<file path="config.mk">
export PLATFORM = sky130hd
export DESIGN_NAME = procedural_pattern_pixel_generator
export DESIGN_NICKNAME = d
export VERILOG_FILES = /design/src/rtl/ppg_pkg.sv /design/src/rtl/procedural_pattern_pixel_generator.sv
export SDC_FILE = /design/constraint.sdc
export NUM_CORES = 1
export LEC_CHECK = 0
export BUFFER_PORTS_ARGS = -buffer_cell sky130_fd_sc_hd__buf_2
export CORE_ASPECT_RATIO = 0.6
export CORE_MARGIN = 10
export CORE_UTILIZATION = 65
export CTS_CLUSTER_DIAMETER = 60
export DETAILED_ROUTE_END_ITERATION = 10
export PLACE_DENSITY = 0.83
export SLEW_MARGIN = 20
export SYNTH_ARGS = -nofsm -noshare
export SYNTH_HDL_FRONTEND = slang
export SYNTH_SLANG_ARGS = --single-unit
export TNS_END_PERCENT = 10
</file>
<file path="constraint.sdc">
create_clock -name clk -period 6.4 [get_ports clk]
set_input_delay 0.32 -clock clk [delete_from_list [all_inputs] [get_ports clk]]
set_output_delay 0.32 -clock clk [all_outputs]
set_load 0.01 [all_outputs]
</file>
<file path="src/rtl/ppg_pkg.sv">
// Shared types, pattern codes and sine table generation for the pattern generator.
package ppg_pkg;

	typedef enum logic [3:0] {
		PAT_TURN      = 4'd0,
		PAT_FRACTAL   = 4'd1,
		PAT_XOR       = 4'd2,
		PAT_SINE_XOR  = 4'd3,
		PAT_TRIANGLES = 4'd4,
		PAT_RECTS     = 4'd5,
		PAT_CUBES     = 4'd6,
		PAT_SCOTLAND  = 4'd7,
		PAT_CHAOTIC   = 4'd8
	} pattern_t;

	typedef enum logic [1:0] {
		REG_PATTERN  = 2'd0,
		REG_CONTRAST = 2'd1
	} reg_index_t;

	localparam logic [7:0] MID_GREY = 8'd128;
	localparam logic [7:0] CONTRAST_RESET = 8'd255;

	localparam logic [63:0] PI_Q30 = 64'd3373259426;
	localparam logic [63:0] ONE_Q30 = 64'd1073741824;

	// Taylor denominators (2n)(2n+1) for n = 1..10
	localparam logic [63:0] Taylor_den [1:10] = '{
		64'd6, 64'd20, 64'd42, 64'd72, 64'd110,
		64'd156, 64'd210, 64'd272, 64'd342, 64'd420
	};

	// floor(127.5 + 127.5*sin(k*pi/128)), k in 0..64, Q2.30 series
	function automatic logic [7:0] quarter_entry(input int k);
		logic [63:0] th;
		logic [63:0] x2;
		logic [63:0] term;
		logic signed [63:0] sum;
		logic [63:0] res;
		th = '0;
		x2 = '0;
		term = '0;
		sum = '0;
		res = '0;
		if (k == 0) begin
			res = 64'd127;
		end else if (k >= 64) begin
			res = 64'd255;
		end else begin
			th = (64'(k) * PI_Q30) >> 7;
			x2 = (th * th) >> 30;
			term = th;
			sum = signed'(th);
			for (int n = 1; n <= 10; n++) begin
				term = ((term * x2) >> 30) / Taylor_den[n];
				if ((n % 2) == 1) begin
					sum = sum - signed'(term);
				end else begin
					sum = sum + signed'(term);
				end
			end
			if (sum < 0) begin
				sum = '0;
			end
			if (sum > signed'(ONE_Q30)) begin
				sum = signed'(ONE_Q30);
			end
			res = ((ONE_Q30 + unsigned'(sum)) * 64'd255) >> 31;
		end
		return res[7:0];
	endfunction

	function automatic logic [7:0] sine_entry(input int i);
		int q;
		int r;
		logic [7:0] v;
		q = (i / 64) % 4;
		r = i % 64;
		v = '0;
		unique case (q)
			0: v = quarter_entry(r);
			1: v = quarter_entry(64 - r);
			2: v = 8'd254 - quarter_entry(r);
			default: v = (r == 0) ? 8'd0 : 8'd254 - quarter_entry(64 - r);
		endcase
		return v;
	endfunction

endpackage

</file>
<file path="src/rtl/procedural_pattern_pixel_generator.sv">
// Procedural pattern pixel generator: coordinate in, contrast-scaled grey value out.
//
// Usage:
//  - Input channel (in_valid/in_ready, coord_x, coord_y): one pixel coordinate per
//    transaction. Only the low 8 bits of each coordinate affect the result.
//  - Output channel (out_valid/out_ready, pixel_value): one grey value per input
//    transaction, in order.
//  - Config channel (cfg_valid/cfg_ready, cfg_index, cfg_data): index 0 selects the
//    pattern (low 4 bits), index 1 sets the contrast. cfg_ready is always high;
//    write only while no pixel is in flight.
//  - Pipeline: each accepted coordinate passes through these registered stages:
//    Stage 1 registers coordinates, stage 2 evaluates the pattern (incl. the sine
//    and cosine table lookup), stage 3 multiplies by contrast, stage 4 divides by
//    255 and re-centers on mid-grey.
//  - Throughput: one pixel per clock; the pipeline moves whenever the output
//    register is empty or being taken.
//  - Receiver stall: the whole pipeline holds, in_ready drops, nothing is lost.
//  - Reset (arst_n low): all stages empty, pattern 0 (turn), contrast 255.
module procedural_pattern_pixel_generator
	import ppg_pkg::*;
(
	input  logic        clk,
	input  logic        arst_n,
	input  logic        in_valid,
	output logic        in_ready,
	input  logic [14:0] coord_x,
	input  logic [14:0] coord_y,
	output logic        out_valid,
	input  logic        out_ready,
	output logic [7:0]  pixel_value,
	input  logic        cfg_valid,
	output logic        cfg_ready,
	input  logic [1:0]  cfg_index,
	input  logic [7:0]  cfg_data
);

	// Sine table as constant logic; cosine is the sine at index + 64
	logic [7:0] sine_rom [256];
	for (genvar g = 0; g < 256; g++) begin : g_rom
		localparam logic [7:0] ENTRY = sine_entry(g);
		assign sine_rom[g] = ENTRY;
	end

	pattern_t   pattern_q;
	logic [7:0] contrast_q;

	logic       valid_s1, valid_s2, valid_s3, valid_s4;
	logic [7:0] x_s1, y_s1;
	logic [7:0] pat_s2;
	logic signed [16:0] prod_s3;
	logic [7:0] pix_s4;

	logic advance;
	assign advance = !valid_s4 || out_ready;
	assign in_ready = advance;
	assign cfg_ready = 1'b1;
	assign out_valid = valid_s4;
	assign pixel_value = pix_s4;

	// Config registers
	always_ff @(posedge clk or negedge arst_n) begin
		if (!arst_n) begin
			pattern_q <= PAT_TURN;
			contrast_q <= CONTRAST_RESET;
		end else if (cfg_valid) begin
			if (cfg_index == REG_PATTERN) begin
				pattern_q <= pattern_t'(cfg_data[3:0]);
			end else if (cfg_index == REG_CONTRAST) begin
				contrast_q <= cfg_data;
			end
		end
	end

	// Stage 2 pattern evaluation; all math wraps at 8 bits
	logic [7:0] pat_c;
	logic [7:0] sin_idx, cos_idx;
	logic [7:0] sh_y, sh_x;
	always_comb begin
		sin_idx = (x_s1 + y_s1) ^ (y_s1 - x_s1);
		cos_idx = ((x_s1 - y_s1) ^ (y_s1 + x_s1)) + 8'd64;
		sh_y = x_s1[2] ? {y_s1[3:0], 4'b0} : y_s1;
		sh_x = y_s1[2] ? {x_s1[3:0], 4'b0} : x_s1;
		unique case (pattern_q)
			PAT_TURN:      pat_c = ((x_s1[1:0] + y_s1[1:0]) != 2'd0) ? 8'd255 : 8'd0;
			PAT_FRACTAL:   pat_c = (x_s1 - (x_s1 ^ y_s1)) + (y_s1 - (x_s1 ^ y_s1));
			PAT_XOR:       pat_c = (x_s1 - y_s1) ^ (y_s1 + x_s1);
			PAT_SINE_XOR:  pat_c = sine_rom[sin_idx] + sine_rom[cos_idx];
			PAT_TRIANGLES: pat_c = ((x_s1 ^ 8'h91) + (y_s1 ^ 8'h1f))
				^ ((x_s1 ^ 8'h56) + (y_s1 ^ 8'hf9));
			PAT_RECTS:     pat_c = ((x_s1 ^ 8'ha8) + (x_s1 ^ 8'h8b))
				^ ((y_s1 ^ 8'h3f) - (y_s1 ^ 8'he2));
			PAT_CUBES:     pat_c = ((x_s1 - 8'h4e) ^ (y_s1 + 8'h14))
				- ((y_s1 - 8'hab) ^ (x_s1 + 8'he9));
			PAT_SCOTLAND:  pat_c = ((x_s1 | 8'h4e) + (x_s1 & 8'h14))
				^ ((y_s1 & 8'hab) - (y_s1 | 8'he9));
			PAT_CHAOTIC:   pat_c = (x_s1 ^ sh_y) + (y_s1 ^ sh_x);
			default:       pat_c = MID_GREY;
		endcase
	end

	// Stage 4 divide by 255, truncating toward zero
	logic [15:0] mag;
	logic [16:0] qsum;
	logic [7:0]  quo;
	logic [7:0]  res_c;
	always_comb begin
		mag = prod_s3[16] ? 16'(-prod_s3) : prod_s3[15:0];
		qsum = 17'(mag) + 17'd1 + 17'(mag[15:8]);
		quo = qsum[15:8];
		res_c = prod_s3[16] ? (MID_GREY - quo) : (MID_GREY + quo);
	end

	always_ff @(posedge clk or negedge arst_n) begin
		if (!arst_n) begin
			valid_s1 <= 1'b0;
			valid_s2 <= 1'b0;
			valid_s3 <= 1'b0;
			valid_s4 <= 1'b0;
		end else if (advance) begin
			valid_s1 <= in_valid;
			valid_s2 <= valid_s1;
			valid_s3 <= valid_s2;
			valid_s4 <= valid_s3;
		end
	end

	always_ff @(posedge clk) begin
		if (advance) begin
			x_s1 <= coord_x[7:0];
			y_s1 <= coord_y[7:0];
			pat_s2 <= pat_c;
			prod_s3 <= (signed'({1'b0, pat_s2}) - 17'sd128) * signed'({9'b0, contrast_q});
			pix_s4 <= res_c;
		end
	end

endmodule

</file>
==> reports/results.tsv, run 1 <==
metric	value	unit
vias in the first global route	12133	
GRT Residual Overflow	0	
row count	40	
main combinational cell family by area after synthesis	compound AO/OA/AOI/OAI gates	
fmax	162	MHz
WL final	43400	um
adder-cell share of the synthesized area	0.224	
Clock Latency Late Sink	0.34	ns
kind of critical path	reg -> reg	
drt wl/cell	22.5	um
Detailed Routing Iterations Pass 1	6	
sinks on the clock net	65	
vias	13249	
Num CTS Buffers	9	
routability congestion estimate from global placement	1.09	
slowest library cell on the worst path	nor4_1	
die width	203	um
cell family with the largest share of critical-path delay	compound AO/OA/AOI/OAI gates	
Slew @ Worst Pin	0.929	ns
fin crit period	6.19	ns
H-tree levels	3	
reg-to-reg slack, setup	0.21	ns
synthesized area per cell	8.25	um^2
Root Buffer	clkbuf_16	
Synth Area in Compound Gates	0.256	
Post-Synth XOR/XNOR Area	0.0971	
Total Nets Final	1896	
max_cap viols	0	
final worst-path cycle share	0.967	
Starting Density	0.659	
initial antenna violation count	1	
vias per inst	6.86	
largest net degree at the start of global routing	55	
synthesized flop and latch total	65	
worst hold path type	in -> reg	
Initial DRC Count	1916	
Critical Path, Cell by Cell	ha_1 -> buf_4 -> nand2b_4 -> a21oi_4 -> xnor2_2 -> buf_4 -> buf_4 -> nand2_1 -> a21oi_1 -> o211ai_1 -> a21oi_1 -> nor4_1 -> ha_1 -> a21o_1 -> a211oi_1 -> o21ai_0 -> o211ai_1 -> a21oi_1 -> a211o_1 -> xor2_1 -> a211o_1	
mapped cell area	13100	um^2
status	complete, no violations	
post-synthesis to final-layout area growth	9.11	%
DP Wirelength	33100	um
Critical path buffers and inverters	3	
I/O Pins	56	
CTS tree	built	
first-pass GRT wire length	68000	um
CP endpoint kind	register	
post-route ant nets	0	
most common flop cell mapped by yosys	edfxtp_1	
data arrival time of the worst path	6.28	ns
Warnings, synthesis	0	
post-synthesis sequential area ratio	0.143	
# diodes	0	
final setup vio count	0	
core box area	19900	um^2
Die Area	26500	um^2
unrepaired setup endpoints after global routing	no	
crit-path max FO	17	
Max-slew headroom	0.379	
Clock Tree Buf Depth	2	
Netlist cell types	100	
critical path startpoint category	register	
Reg clk slew, reported paths	0.06	ns
IO buf count	40	
fraction of layout instances using a drive strength above 1	0.136	
Post-synth ARST share	0.246	
Worst EP required	6.49	ns
GRT Total Usage	0.321	
setup TNS	0	ns
chip height	130	um
multiplexer share of the synthesized area	0.0393	
DRC	0	
number of synthesized flops with an enable pin	49	
worst clock skew	0.00658	ns
Final Max Tran Viols	0	
Post-Synth Simple-Gate Area	0.162	
Setup Fix Bufs, Post-CTS	0	
Worst path max stage delay	0.74	ns
Post-Syn Instances	1591	
final hold viol count	0	
## worst paths after layout
kind | cells past startpoint | endpoint | from
min reg2reg | 1 | out_valid$_DFFE_PN0P_ | valid_s3$_DFFE_PN0P_
min in group asynchronous | 2 | out_valid$_DFFE_PN0P_ | arst_n
max in group asynchronous | 2 | contrast_q[1]$_DFFE_PN1P_ | arst_n
max | 21 | pat_s2[7]$_DFFE_PP_ | y_s1[1]$_DFFE_PP_
max reg2reg | 21 | pat_s2[7]$_DFFE_PP_ | y_s1[1]$_DFFE_PP_
min | 1 | y_s1[6]$_DFFE_PP_ | coord_y[6]
## flip-flops by register name, indices dropped and copies added, names as in the netlist, 4 cells and up
| signal | count |
|---|---|
| contrast_q | 8 |
| pat_s2 | 8 |
| pattern_q | 4 |
| pixel_value | 8 |
| prod_s3 | 17 |
| x_s1 | 8 |
| y_s1 | 8 |
## routing by layer
layer	global-route usage	up-vias	wire, um
li1	-	5879	-
met1	0.477	6266	18900
met2	0.420	1002	16500
met3	0.131	100	7270
met4	0.0550	2	740
met5	0	-	13
## layout make-up
type                       instances  area, um^2
fill                            1547        5590
inverter                         141         532
clock buffer                       9         225
multi-input combinational       1298       10300
tap                              273         342
clock inverter                     6        36.3
sequential                        65        1880
timing repair buffer             140         966
## worst reg2reg max path, cell delays in order (launching register included)
cell	delay [ns]
edfxtp_1	0.54
ha_1	0.45
buf_4	0.24
nand2b_4	0.18
a21oi_4	0.54
xnor2_2	0.19
buf_4	0.21
buf_4	0.20
nand2_1	0.20
a21oi_1	0.10
o211ai_1	0.19
a21oi_1	0.11
nor4_1	0.74
ha_1	0.36
a21o_1	0.19
a211oi_1	0.30
o21ai_0	0.14
o211ai_1	0.16
a21oi_1	0.07
a211o_1	0.33
xor2_1	0.18
a211o_1	0.33
## through the flow
stage          cells  instance area, um^2   util  hold WS [ns]  setup WS, ns
4_1_cts         1931                14300  0.718         0.141         0.450
3_5_place_dp    1915                14000  0.704         0.240         0.501
6_report        1932                14300  0.719         0.150         0.213
3_3_place_gp    1915                14000  0.704         0.236         0.589
2_1_floorplan   1606                13200      -        0.0244         0.560
5_1_grt         1932                14300  0.719         0.142       0.00630
## synthesized netlist by cell type (all sizes together) (38+ instances only)
cell type | n | area, um^2
o21ai | 108 | 544
xnor2 | 99 | 927
ha | 131 | 1640
and2 | 41 | 257
clkbuf | 56 | 210
xor2 | 38 | 348
a21oi | 89 | 460
inv | 141 | 532
buf | 47 | 273
nand2 | 101 | 379
fa | 65 | 1300
edfxtp | 49 | 1470
nor2 | 101 | 398
nor3 | 47 | 267
## timing repair
item,CTS,global route
endpoints found under the hold margin,8,0
endpoints found under the setup margin,0,1
hold buffers,1,0
resized for setup,0,1
## cell usage in the layout, fill, tap and decap left out, drive strengths merged, types with 32 or more instances in the layout
master	instances
nor2	101
nor3	47
xnor2	100
o21ai	108
inv	141
and2	41
fa	65
ha	131
buf	139
a21oi	89
edfxtp	49
nand2	101
nand3	32
xor2	38
## logic make-up (layout without fill, tap and decap cells)
kind of cell    Yosys count  after routing
flops                    65             65
mux                      44             44
fa+ha+maj               196            196
xor+xnor                137            138
simple gates            419            419
buf+inv                 244            296
other cells               2             17
compound gates          484            484
Power of run 1 is not shown: default switching activity piles up to over one toggle a cycle in this logic, so the estimate is an artifact.
==> inputs of run 2 (changes only) <==
- BUFFER_PORTS_ARGS: -buffer_cell sky130_fd_sc_hd__buf_2 -> -buffer_cell sky130_fd_sc_hd__buf_4
==> run 2 against run 1 <==
Via count fell by 0.23%. Largest cell class unchanged. First-iteration DRC count increased by 2.3%. Critical endpoint unchanged. Final cell count decreased by 0.26%.
==> reports/results.tsv, run 2 (synthesized netlist as in run 1, its figures left out) <==
metric	value	unit
worst hold path type	in -> reg	
CP endpoint kind	register	
Starting Density	0.659	
Die Area	26500	um^2
Root Buffer	clkbuf_16	
GRT Total Usage	0.329	
post-synthesis to final-layout area growth	9.44	%
Place WS	0.433	ns
register area	1880	um^2
worst clock skew	0.00901	ns
max FFs per register	17	
unrepaired setup endpoints after global routing	no	
final hold viol count	0	
CTS tree	built	
Initial DRC Count	1961	
core box area	19900	um^2
Num CTS Buffers	9	
GRT Residual Overflow	0	
chip height	130	um
first-pass GRT wire length	69900	um
DP Wirelength	33800	um
Total Nets Final	1890	
placed cells	1910	
max_cap viols	0	
critical path startpoint category	register	
row count	40	
routability congestion estimate from global placement	1.06	
vias in the first global route	12652	
final worst slack	0.188	ns
Detailed Routing Iterations Pass 1	6	
largest register by flop count	prod_s3	
initial antenna violation count	0	
I/O Pins	56	
sinks on the clock net	65	
area occupied by multi-input gates	10300	um^2
most frequent cells in the layout	inv_1 (140), buf_4 (134), ha_1 (130)	
fmax	161	MHz
Min Hold Slack	0.153	ns
Setup Fix Bufs, Post-CTS	0	
commonest non-fill, non-tap cell in the layout	inv_1	
vias	13219	
setup TNS	0	ns
Reg clk slew, reported paths	0.06	ns
fraction of layout instances using a drive strength above 1	0.134	
die width	203	um
# diodes	0	
WL final	44200	um
Max-slew headroom	0.273	
final setup vio count	0	
Non-Filler Instances	1927	
crit-path max FO	14	
DRC	0	
Slew @ Worst Pin	1.06	ns
largest net degree at the start of global routing	55	
fin crit period	6.21	ns
filler cell count	1530	
Worst EP required	6.48	ns
kind of critical path	reg -> reg	
post-route ant nets	0	
Clock Latency Late Sink	0.34	ns
Final Max Tran Viols	0	
vias per inst	6.86	
H-tree levels	3	
IO buf count	40	
drt wl/cell	22.9	um
status	complete, no violations	
Clock Tree Buf Depth	2	
final worst-path cycle share	0.971	
data arrival time of the worst path	6.29	ns
-- run 2: changes by cell type in the layout (fill, tap and decap cells not counted), moves of 2 or more --
cell        change
buf_4          +36
clkinv_1        -2
clkbuf_1        +2
clkinv_2        +2
buf_2          -40
clkinvlp_4      -2
-- run 2: final timing paths --
path / from / to / slack, ns / depth (start not counted)
worst max-delay path: x_s1[2]$_DFFE_PP_ / pat_s2[7]$_DFFE_PP_ / 0.19 / 20
worst min-delay path: coord_x[6] / x_s1[6]$_DFFE_PP_ / 0.15 / 1
worst max register to register: x_s1[2]$_DFFE_PP_ / pat_s2[7]$_DFFE_PP_ / 0.19 / 20
worst min register to register: valid_s3$_DFFE_PN0P_ / out_valid$_DFFE_PN0P_ / 0.48 / 1
max in group asynchronous: arst_n / contrast_q[1]$_DFFE_PN1P_ / 5.76 / 2
min in group asynchronous: arst_n / pattern_q[1]$_DFFE_PN0P_ / 0.38 / 2
-- run 2: stage by stage --
| stage | utilization | instance area [um^2] |
|---|---|---|
| floorplan | - | 13200 |
| global placement | 0.707 | 14100 |
| detailed placement | 0.707 | 14100 |
| CTS | 0.721 | 14400 |
| global route | 0.721 | 14400 |
| finish | 0.721 | 14400 |
-- run 2: cell type report --
cell class / instances / share of cell area
clock buffer: 11 / 0.0162
multi-input combinational: 1297 / 0.719
sequential: 65 / 0.131
clock inverter: 5 / 0.00226
timing repair buffer: 135 / 0.0707
tap: 273 / 0.0238
inverter: 141 / 0.0370
-- run 2: critical path, cell delays in order (launching register included) --
cell and delay, ns:
edfxtp_1 0.41, inv_1 0.13, ha_1 0.68, nor2b_1 0.21, nor3_1 0.68, o21ai_1 0.27, xor2_1 0.39, buf_4 0.28
nor2_1 0.11, a311oi_1 0.24, nand3_1 0.10, a31oi_1 0.43, ha_1 0.33, a21o_1 0.19, a211oi_1 0.27, o21ai_0 0.14
o211ai_1 0.16, a21oi_1 0.07, a211o_1 0.34, xor2_1 0.18, a211o_1 0.33
-- run 2: per-layer routing --
layer,share of wire,vias to the layer above,track usage
li1,-,5858,-
met1,0.43,6241,0.473
met2,0.39,1039,0.453
met3,0.17,81,0.138
met4,0.013,0,0.0502
met5,0,-,0
-- run 2: repair_timing --
item,CTS,global route
hold buffers,1,0
endpoints found under the setup margin,0,1
hold endpoints to repair,8,0
gates resized for setup,0,4
Power of run 2 is left out for the same reason.
